<file path="config.mk">
export PLATFORM = sky130hd
export DESIGN_NAME = svb_front
export DESIGN_NICKNAME = d
export VERILOG_FILES = /design/src/rtl/svb_pkg.sv /design/src/rtl/svb_front.sv
export SDC_FILE = /design/constraint.sdc
export NUM_CORES = 1
export LEC_CHECK = 0
export BUFFER_PORTS_ARGS = -buffer_cell sky130_fd_sc_hd__buf_2
export CAP_MARGIN = 10
export CORE_ASPECT_RATIO = 1.1
export CORE_UTILIZATION = 51
export CTS_CLUSTER_SIZE = 28
export DETAILED_ROUTE_END_ITERATION = 10
export PLACE_DENSITY_LB_ADDON = 0.05
export SYNTH_ARGS = -nofsm -noshare
export SYNTH_HDL_FRONTEND = slang
export SYNTH_SLANG_ARGS = --single-unit
</file>
<file path="constraint.sdc">
create_clock -name i_clk -period 17.6 [get_ports i_clk]
set_clock_uncertainty 0.15 [all_clocks]
set_input_delay 4.4 -clock i_clk [delete_from_list [all_inputs] [get_ports i_clk]]
set_output_delay 4.4 -clock i_clk [all_outputs]
set_load 0.01 [all_outputs]
</file>
<file path="src/rtl/svb_pkg.sv">
// Shared types, constants and helpers for the shadow volume builder.
package svb_pkg;

    localparam int MAX_TRIANGLES = 4096;
    localparam int SLOT_W        = $clog2(MAX_TRIANGLES);
    localparam int VTX_W         = 16;
    localparam int IDX_W         = 17;
    localparam int POS_W         = 32;
    localparam int NRM_W         = 16;
    localparam int KIND_W        = 3;
    localparam int CNT_W         = 15;
    localparam int Q_DEPTH       = 2;
    localparam int QP_W          = $clog2(Q_DEPTH);
    localparam int QC_W          = $clog2(Q_DEPTH + 1);
    localparam int ADDR_W        = 5;

    localparam logic [CNT_W-1:0]   COUNT_MAX   = '1;
    localparam logic signed [63:0] FACE_LIMIT  = -64'sd10;
    localparam logic [30:0]        RANGE_RESET = 31'd65536;

    typedef enum logic [1:0] {
        ACT_LOAD    = 2'd0,
        ACT_EXTRUDE = 2'd1,
        ACT_EDGE1   = 2'd2,
        ACT_EDGE2   = 2'd3
    } t_action;

    localparam logic [KIND_W-1:0] KIND_ACK   = 3'd0;
    localparam logic [KIND_W-1:0] KIND_TWIN  = 3'd1;
    localparam logic [KIND_W-1:0] KIND_FRONT = 3'd2;
    localparam logic [KIND_W-1:0] KIND_BACK  = 3'd3;
    localparam logic [KIND_W-1:0] KIND_SIDE  = 3'd4;

    localparam logic [2:0] REG_LIGHT_X     = 3'd0;
    localparam logic [2:0] REG_LIGHT_Y     = 3'd1;
    localparam logic [2:0] REG_LIGHT_Z     = 3'd2;
    localparam logic [2:0] REG_DIRECTIONAL = 3'd3;
    localparam logic [2:0] REG_RANGE       = 3'd4;
    localparam logic [2:0] REG_TWIN_OFFSET = 3'd5;

    typedef struct packed {
        logic [VTX_W-1:0] v0;
        logic [VTX_W-1:0] v1;
        logic [VTX_W-1:0] v2;
        logic             front;
        logic             marked;
    } t_tri;

    localparam int TRI_W = $bits(t_tri);

    typedef struct packed {
        t_action                  action;
        logic [SLOT_W-1:0]        slot_a;
        logic [SLOT_W-1:0]        slot_b;
        logic [VTX_W-1:0]         vtx_a;
        logic [VTX_W-1:0]         vtx_b;
        logic [VTX_W-1:0]         vtx_c;
        logic signed [POS_W-1:0]  pos_x;
        logic signed [POS_W-1:0]  pos_y;
        logic signed [POS_W-1:0]  pos_z;
        logic signed [NRM_W-1:0]  nrm_x;
        logic signed [NRM_W-1:0]  nrm_y;
        logic signed [NRM_W-1:0]  nrm_z;
    } t_item;

    typedef struct packed {
        logic signed [POS_W-1:0] light_x;
        logic signed [POS_W-1:0] light_y;
        logic signed [POS_W-1:0] light_z;
        logic                    directional;
        logic [30:0]             shadow_range;
        logic [IDX_W-1:0]        twin_offset;
    } t_cfg;

    typedef struct packed {
        logic [KIND_W-1:0]       kind;
        logic [IDX_W-1:0]        a;
        logic [IDX_W-1:0]        b;
        logic [IDX_W-1:0]        c;
        logic signed [POS_W-1:0] tx;
        logic signed [POS_W-1:0] ty;
        logic signed [POS_W-1:0] tz;
        logic                    facing;
        logic                    last;
    } t_result;

    function automatic logic signed [31:0] sat32(input logic signed [34:0] v);
        logic signed [31:0] r;
        if (v > 35'sd2147483647) begin
            r = 32'sh7FFFFFFF;
        end else if (v < -35'sd2147483648) begin
            r = 32'sh80000000;
        end else begin
            r = v[31:0];
        end
        return r;
    endfunction

    // Twin index: source index plus the configured twin offset, wrapped to the index width.
    function automatic logic [IDX_W-1:0] twin_idx(input logic [VTX_W-1:0] v,
                                                  input logic [IDX_W-1:0] off);
        return {1'b0, v} + off;
    endfunction

endpackage

</file>
<file path="src/rtl/svb_front.sv">
// Front end: input transaction acceptance and a short queue to the back end.
module svb_front import svb_pkg::*; (
    input  logic  i_clk,
    input  logic  i_rst_n,
    input  logic  i_valid,
    output logic  o_ready,
    input  t_item i_item,
    output logic  o_avail,
    output t_item o_item,
    input  logic  i_pop
);

    t_item            r_q [Q_DEPTH];
    logic [QP_W-1:0]  r_wp;
    logic [QP_W-1:0]  r_rp;
    logic [QC_W-1:0]  r_cnt;
    logic             push;

    assign o_ready = r_cnt != QC_W'(Q_DEPTH);
    assign o_avail = r_cnt != '0;
    assign o_item  = r_q[r_rp];
    assign push    = i_valid && o_ready;

    always_ff @(posedge i_clk) begin
        if (push) begin
            r_q[r_wp] <= i_item;
        end
    end

    always_ff @(posedge i_clk) begin
        if (!i_rst_n) begin
            r_wp  <= '0;
            r_rp  <= '0;
            r_cnt <= '0;
        end else begin
            if (push) begin
                r_wp <= r_wp + 1'b1;
            end
            if (i_pop) begin
                r_rp <= r_rp + 1'b1;
            end
            if (push && !i_pop) begin
                r_cnt <= r_cnt + 1'b1;
            end else if (!push && i_pop) begin
                r_cnt <= r_cnt - 1'b1;
            end
        end
    end

endmodule

</file>
==> results_tabular.tex, run 1 <==
\begin{tabular}{lr}
\hline
Metric & Value \\
\hline
\multicolumn{2}{l}{\textbf{Outcome}} \\
\quad Result of the run & finished clean \\
\multicolumn{2}{l}{\textbf{Critical path}} \\
\quad Cell breakdown of the critical path & buf\_4 > buf\_4 > mux2\_2 > buf\_2 \\
\quad Worst flop-to-flop path endpoint & r\_q[0][31] \\
\quad Required arrival time at the worst endpoint & 13.05 ns \\
\quad Class of the most critical setup path & reg2out \\
\quad CP dominant cell by count & sky130\_fd\_sc\_hd\_\_buf\_4 \\
\quad CP max-delay cell & sky130\_fd\_sc\_hd\_\_dfxtp\_4 \\
\quad Crit start category & register \\
\quad CP Buf/Inv Count & 3 \\
\quad RR Startpoint & r\_cnt[0] \\
\quad Sort of element at the end of the critical path & primary output \\
\quad Max stage delay on crit path & 1.11 ns \\
\quad Worst setup slack for register-to-register paths & 14.48 ns \\
\quad Highest net fanout along the worst path & 79 \\
\quad CP Data Arrival Time & 3.94 ns \\
\quad Crit-path leading delay family & buffers and inverters \\
\quad Depth of the worst register-to-register path & 4 \\
\multicolumn{2}{l}{\textbf{CTS}} \\
\quad Number of hold buffers added after cts & 0 \\
\quad Post-CTS Resized & 0 \\
\quad Clock transition at path regs & 0.06 ns \\
\quad Number of buffers inserted by post-CTS setup repair & 0 \\
\quad H-Tree Level Count & 2 \\
\quad TritonCTS clock tree & built \\
\quad Clock tree root driver cell & sky130\_fd\_sc\_hd\_\_clkbuf\_16 \\
\quad Number of CTS-inserted buffers & 44 \\
\quad Deepest clock path buffer count & 3 \\
\quad Clock sinks & 441 \\
\quad Source-to-sink clock delay at the later pin of the worst-skew pair & 0.54 ns \\
\multicolumn{2}{l}{\textbf{Floorplan}} \\
\quad Initial Util & 52.1\% \\
\quad Top-level port count & 442 \\
\quad Num rows & 68 \\
\quad Core footprint & 31500 µm² \\
\quad Total die area & 32900 µm² \\
\quad Die width & 173 µm \\
\quad Chip height & 190 µm \\
\multicolumn{2}{l}{\textbf{Timing}} \\
\quad Setup TNS after final layout & 0 ns \\
\quad Worst Tran Pin Value & 1.22 ns \\
\quad Relative max-transition margin & 18.8\% \\
\quad Final slew viol count & 0 \\
\quad Count of endpoints failing hold in the final timing report & 0 \\
\quad Finish-stage setup viols & 0 \\
\quad Unrepaired setup endpoints after global routing & false \\
\quad Final critical-path share of the clock period & 48.2\% \\
\quad Final Critical Period & 8.49 ns \\
\quad Highest attainable clock frequency & 118 MHz \\
\multicolumn{2}{l}{\textbf{Finish}} \\
\quad Most frequent cells in the layout & 441 x sky130\_fd\_sc\_hd\_\_buf\_2, 436 x sky130\_fd\_sc\_hd\_\_edfxtp\_1, 118 x sky130\_fd\_sc\_hd\_\_mux2\_2 \\
\quad Final core utilization & 64.7\% \\
\quad Fraction of layout instances using a drive strength above 1 & 60.4\% \\
\quad Net count of the finished layout & 1393 \\
\quad Layout overhead on the synthesized area & 24.3\% \\
\quad Most frequent standard cell in the layout excluding fill and tap cells & sky130\_fd\_sc\_hd\_\_buf\_2 \\
\multicolumn{2}{l}{\textbf{Routing}} \\
\quad Drt drc & 0 \\
\quad Average via count per standard cell & 5.03 \\
\quad Number of detailed-routing iterations run before antenna repair & 4 \\
\quad WL/cell & 20.5 µm \\
\quad Final Routed Wirelength & 33.5 mm \\
\quad Initial DRC Count & 607 \\
\quad Via count of the routed design & 8234 \\
\quad Post-route antenna net violation count & 0 \\
\multicolumn{2}{l}{\textbf{Yosys}} \\
\quad Sequential area share after synthesis & 80.5\% \\
\quad Average size of a mapped cell & 23.4 µm² \\
\quad Synthesized instance count & 702 \\
\quad Cell area after technology mapping & 16400 µm² \\
\quad Cell type contributing the most total cell area after synthesis & sky130\_fd\_sc\_hd\_\_edfxtp\_1 \\
\quad Largest cells by area after synthesis & sky130\_fd\_sc\_hd\_\_edfxtp\_1 80\%, sky130\_fd\_sc\_hd\_\_mux2\_4 9.2\%, sky130\_fd\_sc\_hd\_\_mux2\_2 8.1\%, sky130\_fd\_sc\_hd\_\_buf\_8 0.92\%, sky130\_fd\_sc\_hd\_\_dfxtp\_1 0.61\% \\
\quad Area share of the largest cell type after synthesis & 79.9\% \\
\quad Register bit count reported by yosys & 441 \\
\quad Post-synth net total & 925 \\
\quad Unique masters post-synth & 22 \\
\quad Synthesis Warnings & 0 \\
\multicolumn{2}{l}{\textbf{GRT}} \\
\quad Via count of the first global-routing pass & 8117 \\
\quad Remaining global-route overflow & 0 \\
\quad Antenna violations before repair & 16 \\
\quad Met2 track demand over resource & 32.5\% \\
\quad Wire length of the first global-routing pass & 47.7 mm \\
\quad Global-route track usage on met1 & 22.4\% \\
\quad Most used routing layer in global routing & met2 \\
\quad GR met3 Demand/Resource & 7.35\% \\
\quad Overall global routing resource usage & 19.6\% \\
\quad Pin count of the biggest net entering global routing & 166 \\
\multicolumn{2}{l}{\textbf{Pwr}} \\
\quad Largest voltage drop on the vdd net & 0.111 mV \\
\quad Pwr per Cell Area & 125 nW/µm² \\
\quad Leakage & 7.81 nW \\
\quad Overall power & 2.55 mW \\
\multicolumn{2}{l}{\textbf{Placed design}} \\
\quad Gpl congestion & 0.765 \\
\quad Half-perimeter wire length after detailed placement & 22.4 mm \\
\quad IO Port Bufs & 441 \\
\multicolumn{2}{l}{\textbf{Run}} \\
\quad Max\_cap viols & 0 \\
\multicolumn{2}{l}{\textbf{Min path}} \\
\quad Hold Crit Endpoint & r\_cnt[1] \\
\quad Startpoint of the tightest hold check path & r\_cnt[1] \\
\quad Hold WC Path Type & reg2reg \\
\quad Worst Hold Depth & 2 \\
\hline
\end{tabular}
==> how the worst max path moves through the flow <==
| stage | cells after the start | to |
|---|---|---|
| after floorplan | 1 | r_q[1][0] |
| after detailed placement | 4 | o_item[51] |
| after global placement | 4 | o_item[54] |
| after CTS | 4 | o_item[53] |
| after global routing | 4 | o_item[51] |
| final | 4 | o_item[51] |
==> flip-flops by register name, summed over array words and instances, names as in the netlist, named ones only <==
signal,flops
r_cnt,2
r_q,436
r_rp,1
r_wp,1
==> per-stage QoR <==
stage          worst slack [ns]  cells  hold WS (ns)  area [µm²]
6_report                   9.11   1637         0.393       20400
2_1_floorplan              7.42    702         0.323       16400
5_1_grt                    8.88   1635         0.439       20400
3_3_place_gp               9.68   1544         0.344       19000
3_5_place_dp               9.66   1544         0.377       19000
4_1_cts                    9.07   1625         0.384       20300
==> synth_stat cells <==
| master | number |
|---|---|
| sky130_fd_sc_hd__mux2_4 | 100 |
| sky130_fd_sc_hd__a21boi_0 | 1 |
| sky130_fd_sc_hd__or2_2 | 1 |
| sky130_fd_sc_hd__inv_1 | 2 |
| sky130_fd_sc_hd__or3_1 | 1 |
| sky130_fd_sc_hd__buf_6 | 2 |
| sky130_fd_sc_hd__and3_1 | 1 |
| sky130_fd_sc_hd__nand2b_1 | 1 |
| sky130_fd_sc_hd__a21bo_2 | 1 |
| sky130_fd_sc_hd__nand3b_1 | 1 |
| sky130_fd_sc_hd__buf_8 | 10 |
| sky130_fd_sc_hd__edfxtp_1 | 436 |
| sky130_fd_sc_hd__xor2_1 | 2 |
| sky130_fd_sc_hd__ha_1 | 1 |
| sky130_fd_sc_hd__xnor2_1 | 1 |
| sky130_fd_sc_hd__buf_2 | 10 |
| sky130_fd_sc_hd__a21boi_1 | 1 |
| sky130_fd_sc_hd__mux2_2 | 118 |
| sky130_fd_sc_hd__and2_1 | 4 |
| sky130_fd_sc_hd__dfxtp_1 | 5 |
| sky130_fd_sc_hd__o21ai_0 | 1 |
| sky130_fd_sc_hd__buf_4 | 2 |
==> where the power goes <==
| group | switching, mW | internal (mW) | leakage (nW) |
|---|---|---|---|
| Clock | 0.368 | 0.525 | 0.683 |
| Combinational | 0.185 | 0.162 | 3.02 |
| Sequential | 0.0317 | 1.28 | 4.11 |
==> logic make-up (layout without fill, tap and decap cells) <==
| logic type | Yosys count | after routing | share of synthesized area, % |
|---|---|---|---|
| flops | 441 | 441 | 80.5 |
| mux | 218 | 218 | 17.3 |
| buf+inv | 26 | 529 | 1.50 |
| simple gates | 9 | 9 | 0.351 |
| compound gates | 4 | 4 | 0.183 |
| xor+xnor | 3 | 3 | 0.160 |
| fa+ha+maj | 1 | 1 | 0.0763 |
| other cells | 0 | 12 | 0 |
==> routing by layer <==
layer	wire length (µm)	part of all wire (%)
met3	3010	9.0
met5	60	0.18
met1	12400	37
met2	16800	50
met4	1200	3.6
==> area by class of cell <==
| cell class | count | area (µm²) |
|---|---|---|
| antenna | 12 | 30.0 |
| clock buffer | 52 | 1150 |
| clock inverter | 29 | 234 |
| fill | 2334 | 11100 |
| inverter | 2 | 15.0 |
| multi-input combinational | 235 | 2960 |
| sequential | 441 | 13200 |
| tap | 420 | 526 |
| timing repair buffer | 446 | 2260 |
==> worst register-to-register path: cells and delay by family (launching register included) <==
| kind | cells | cell delay, ns |
|---|---|---|
| buf+inv | 2 | 1.65 |
| simple gates | 2 | 0.45 |
| flops | 1 | 0.39 |
No activity file was read; power rests on OpenSTA's default activity.
==> run 2: changes to the inputs <==
--- a/config.mk
+++ b/config.mk
@@ -5,6 +5,7 @@
 export SDC_FILE = /design/constraint.sdc
 export NUM_CORES = 1
 export LEC_CHECK = 0
+export ABC_AREA = 1
 export BUFFER_PORTS_ARGS = -buffer_cell sky130_fd_sc_hd__buf_2
 export CAP_MARGIN = 10
 export CORE_ASPECT_RATIO = 1.1
==> constraint.sdc (replaced) <==
create_clock -name i_clk -period 8.8 [get_ports i_clk]
set_clock_uncertainty 0.15 [all_clocks]
set_input_delay 2.2 -clock i_clk [delete_from_list [all_inputs] [get_ports i_clk]]
set_output_delay 2.2 -clock i_clk [all_outputs]
set_load 0.01 [all_outputs]
==> run 2 against run 1 <==
Critical endpoint is now o_item[37]. Power grew 88%. Wire length shrank 0.26%. First-iteration DRC count shrank 34%. Combinational power grew 65%. Die area is essentially flat. Critical path type unchanged.
==> results_tabular.tex, run 2 <==
\begin{tabular}{lr}
\hline
Metric & Value \\
\hline
\multicolumn{2}{l}{\textbf{Routing}} \\
\quad Number of detailed-routing iterations run before antenna repair & 4 \\
\quad Final Routed Wirelength & 33.4 mm \\
\quad Met2 WL & 17.0 mm \\
\quad Via count of the routed design & 8193 \\
\quad Average via count per standard cell & 4.97 \\
\quad Initial DRC Count & 400 \\
\quad DR WL met3 & 2.90 mm \\
\quad Drt drc & 0 \\
\quad Max layer used & met5 \\
\quad WL/cell & 20.3 µm \\
\quad Met1 Wirelength & 12.4 mm \\
\quad Post-route antenna net violation count & 0 \\
\multicolumn{2}{l}{\textbf{Critical path}} \\
\quad Sort of element at the end of the critical path & primary output \\
\quad Required arrival time at the worst endpoint & 6.45 ns \\
\quad CP max-delay cell & sky130\_fd\_sc\_hd\_\_dfxtp\_4 \\
\quad Max stage delay on crit path & 0.72 ns \\
\quad Cell breakdown of the critical path & buf\_4 > buf\_4 > mux2\_2 > buf\_2 \\
\quad Class of the most critical setup path & reg2out \\
\quad CP Data Arrival Time & 3.11 ns \\
\quad Crit start category & register \\
\quad RR Startpoint & r\_cnt[0] \\
\quad Depth of the worst register-to-register path & 6 \\
\quad CP dominant cell by count & sky130\_fd\_sc\_hd\_\_buf\_4 \\
\quad Highest net fanout along the worst path & 39 \\
\multicolumn{2}{l}{\textbf{GRT}} \\
\quad Overall global routing resource usage & 19.9\% \\
\quad Antenna violations before repair & 10 \\
\quad Pin count of the biggest net entering global routing & 111 \\
\quad Wire length of the first global-routing pass & 48.3 mm \\
\quad Remaining global-route overflow & 0 \\
\quad Via count of the first global-routing pass & 8371 \\
\multicolumn{2}{l}{\textbf{CTS}} \\
\quad Source-to-sink clock delay at the later pin of the worst-skew pair & 0.53 ns \\
\quad Number of CTS-inserted buffers & 43 \\
\quad Number of buffers inserted by post-CTS setup repair & 0 \\
\quad H-Tree Level Count & 2 \\
\quad Clock sinks & 441 \\
\quad Clock transition at path regs & 0.06 ns \\
\quad Deepest clock path buffer count & 3 \\
\quad Number of hold buffers added after cts & 0 \\
\quad Clock tree root driver cell & sky130\_fd\_sc\_hd\_\_clkbuf\_16 \\
\quad TritonCTS clock tree & built \\
\quad Post-CTS Resized & 0 \\
\multicolumn{2}{l}{\textbf{Yosys}} \\
\quad Unique masters post-synth & 16 \\
\quad Most frequent cell after synthesis & sky130\_fd\_sc\_hd\_\_edfxtp\_1 \\
\quad Proportion of synthesized flip-flops having asynchronous set or reset & 0\% \\
\quad Synthesis Warnings & 0 \\
\quad Cell type contributing the most total cell area after synthesis & sky130\_fd\_sc\_hd\_\_edfxtp\_1 \\
\quad Sequential area share after synthesis & 80.5\% \\
\quad Synthesized instance count & 714 \\
\quad Register bit count reported by yosys & 441 \\
\quad Average size of a mapped cell & 23.0 µm² \\
\quad Post-synth net total & 937 \\
\quad Area share of the largest cell type after synthesis & 79.9\% \\
\quad Main synth FF type & sky130\_fd\_sc\_hd\_\_edfxtp\_1 \\
\quad Largest cells by area after synthesis & sky130\_fd\_sc\_hd\_\_edfxtp\_1 80\%, sky130\_fd\_sc\_hd\_\_mux2\_4 9.2\%, sky130\_fd\_sc\_hd\_\_mux2\_2 8.1\%, sky130\_fd\_sc\_hd\_\_buf\_8 0.92\%, sky130\_fd\_sc\_hd\_\_dfxtp\_1 0.61\% \\
\quad Cell area after technology mapping & 16400 µm² \\
\quad Most common library cells after synthesis & 436 x sky130\_fd\_sc\_hd\_\_edfxtp\_1, 118 x sky130\_fd\_sc\_hd\_\_mux2\_2, 100 x sky130\_fd\_sc\_hd\_\_mux2\_4 \\
\quad Count of flip-flops with a built-in enable after synthesis & 436 \\
\multicolumn{2}{l}{\textbf{Finish}} \\
\quad Most frequent cells in the layout & 441 x sky130\_fd\_sc\_hd\_\_buf\_2, 436 x sky130\_fd\_sc\_hd\_\_edfxtp\_1, 118 x sky130\_fd\_sc\_hd\_\_mux2\_2 \\
\quad Flip-flop count of the largest register, all copies and words added & 436 \\
\quad Largest reg by FF count & r\_q \\
\quad Layout overhead on the synthesized area & 23.9\% \\
\quad Fraction of layout instances using a drive strength above 1 & 59.8\% \\
\quad Net count of the finished layout & 1410 \\
\quad Regs by FF count & r\_q x436, r\_cnt x2 \\
\quad Most frequent standard cell in the layout excluding fill and tap cells & sky130\_fd\_sc\_hd\_\_buf\_2 \\
\multicolumn{2}{l}{\textbf{Min path}} \\
\quad Worst Hold Depth & 2 \\
\quad Startpoint of the tightest hold check path & r\_rp \\
\quad Hold WC Path Type & reg2reg \\
\multicolumn{2}{l}{\textbf{Pwr}} \\
\quad Largest voltage drop on the vdd net & 0.177 mV \\
\quad Overall power & 4.80 mW \\
\quad Leakage & 7.82 nW \\
\quad Pwr per Cell Area & 236 nW/µm² \\
\multicolumn{2}{l}{\textbf{Timing}} \\
\quad Finish-stage setup viols & 0 \\
\quad Setup TNS after final layout & 0 ns \\
\quad Highest attainable clock frequency & 183 MHz \\
\quad Final critical-path share of the clock period & 62.0\% \\
\quad Count of endpoints failing hold in the final timing report & 0 \\
\quad Unrepaired setup endpoints after global routing & false \\
\quad Final Critical Period & 5.46 ns \\
\quad Relative max-transition margin & 33.2\% \\
\quad Worst Tran Pin Value & 1.00 ns \\
\quad Final slew viol count & 0 \\
\multicolumn{2}{l}{\textbf{Placed design}} \\
\quad IO Port Bufs & 441 \\
\quad Half-perimeter wire length after detailed placement & 22.7 mm \\
\quad Gpl congestion & 0.775 \\
\multicolumn{2}{l}{\textbf{Floorplan}} \\
\quad Die width & 173 µm \\
\quad Core footprint & 31500 µm² \\
\quad Initial Util & 52.1\% \\
\quad Total die area & 32900 µm² \\
\quad Num rows & 68 \\
\quad Chip height & 190 µm \\
\quad Top-level port count & 442 \\
\multicolumn{2}{l}{\textbf{Run}} \\
\quad Max\_cap viols & 0 \\
\multicolumn{2}{l}{\textbf{Outcome}} \\
\quad Result of the run & finished clean \\
\hline
\end{tabular}
==> run 2: cell count changes in the layout (fill, tap and decap cells not counted), moves of 4 or more <==
cell | previous run | this run
sky130_fd_sc_hd__bufinv_16 | 4 | 0
sky130_fd_sc_hd__clkinv_1 | 15 | 7
sky130_fd_sc_hd__clkbuf_8 | 0 | 4
sky130_fd_sc_hd__nand2_1 | 0 | 9
sky130_fd_sc_hd__and2_1 | 4 | 0
sky130_fd_sc_hd__nor2_1 | 0 | 6
sky130_fd_sc_hd__clkbuf_1 | 7 | 13
sky130_fd_sc_hd__inv_1 | 1 | 8
sky130_fd_sc_hd__buf_4 | 4 | 10
==> run 2: final cells by class <==
cell class / instances / area (µm²)
clock inverters: 13 / 56.3
inverters: 8 / 30.0
diodes: 10 / 25.0
fillers: 2311 / 11200
well taps: 420 / 526
clock buffers: 62 / 1230
multi-input cells: 241 / 2950
flip-flops and latches: 441 / 13200
repair buffers: 452 / 2300
==> run 2: path summary, 6_finish.rpt <==
path                     end  slack [ns]
hold reg to reg         r_rp        0.35
hold / removal          r_rp        0.35
setup / recovery  o_item[37]        3.34
setup reg to reg  r_q[0][59]        5.79
==> run 2: per-stage QoR <==
stage / util [%] / cells / hold slack (ns) / worst slack (ns) / area, µm²
after global routing: 64.5 / 1642 / 0.392 / 3.17 / 20300
after CTS: 64.4 / 1637 / 0.357 / 3.25 / 20300
final: 64.5 / 1647 / 0.351 / 3.34 / 20300
after floorplan: - / 714 / 0.313 / -3.48 / 16400
after global placement: 60.4 / 1562 / 0.324 / 3.86 / 19000
after detailed placement: 60.4 / 1562 / 0.344 / 3.83 / 19000
==> run 2: layer usage <==
metal  track usage, %  up-vias
met5                0        -
li1                 -     3791
met3             7.07       67
met2             33.9      320
met4             8.30        6
met1             22.8     4009
==> run 2: where the power goes <==
group          switching (mW)  internal [mW]  total [mW]
logic                   0.311          0.261       0.572
clock network           0.705          0.965        1.67
registers              0.0430           2.51        2.55
total                    1.06           3.74        4.80
==> run 2: cell families after synthesis <==
| kind of cell | synth area share [%] |
|---|---|
| AOI/OAI and AO/OA | 0.0916 |
| and+or+nand+nor | 0.458 |
| muxes | 17.3 |
| DFF | 80.5 |
| buffers and inverters | 1.63 |
| adders and majority gates | 0.0763 |
==> run 2: worst max-delay path: cells and delay by family (launching register included) <==
family                 cells  cell delay [ns]
buffers and inverters      3             1.42
DFF                        1             0.72
muxes                      1             0.40
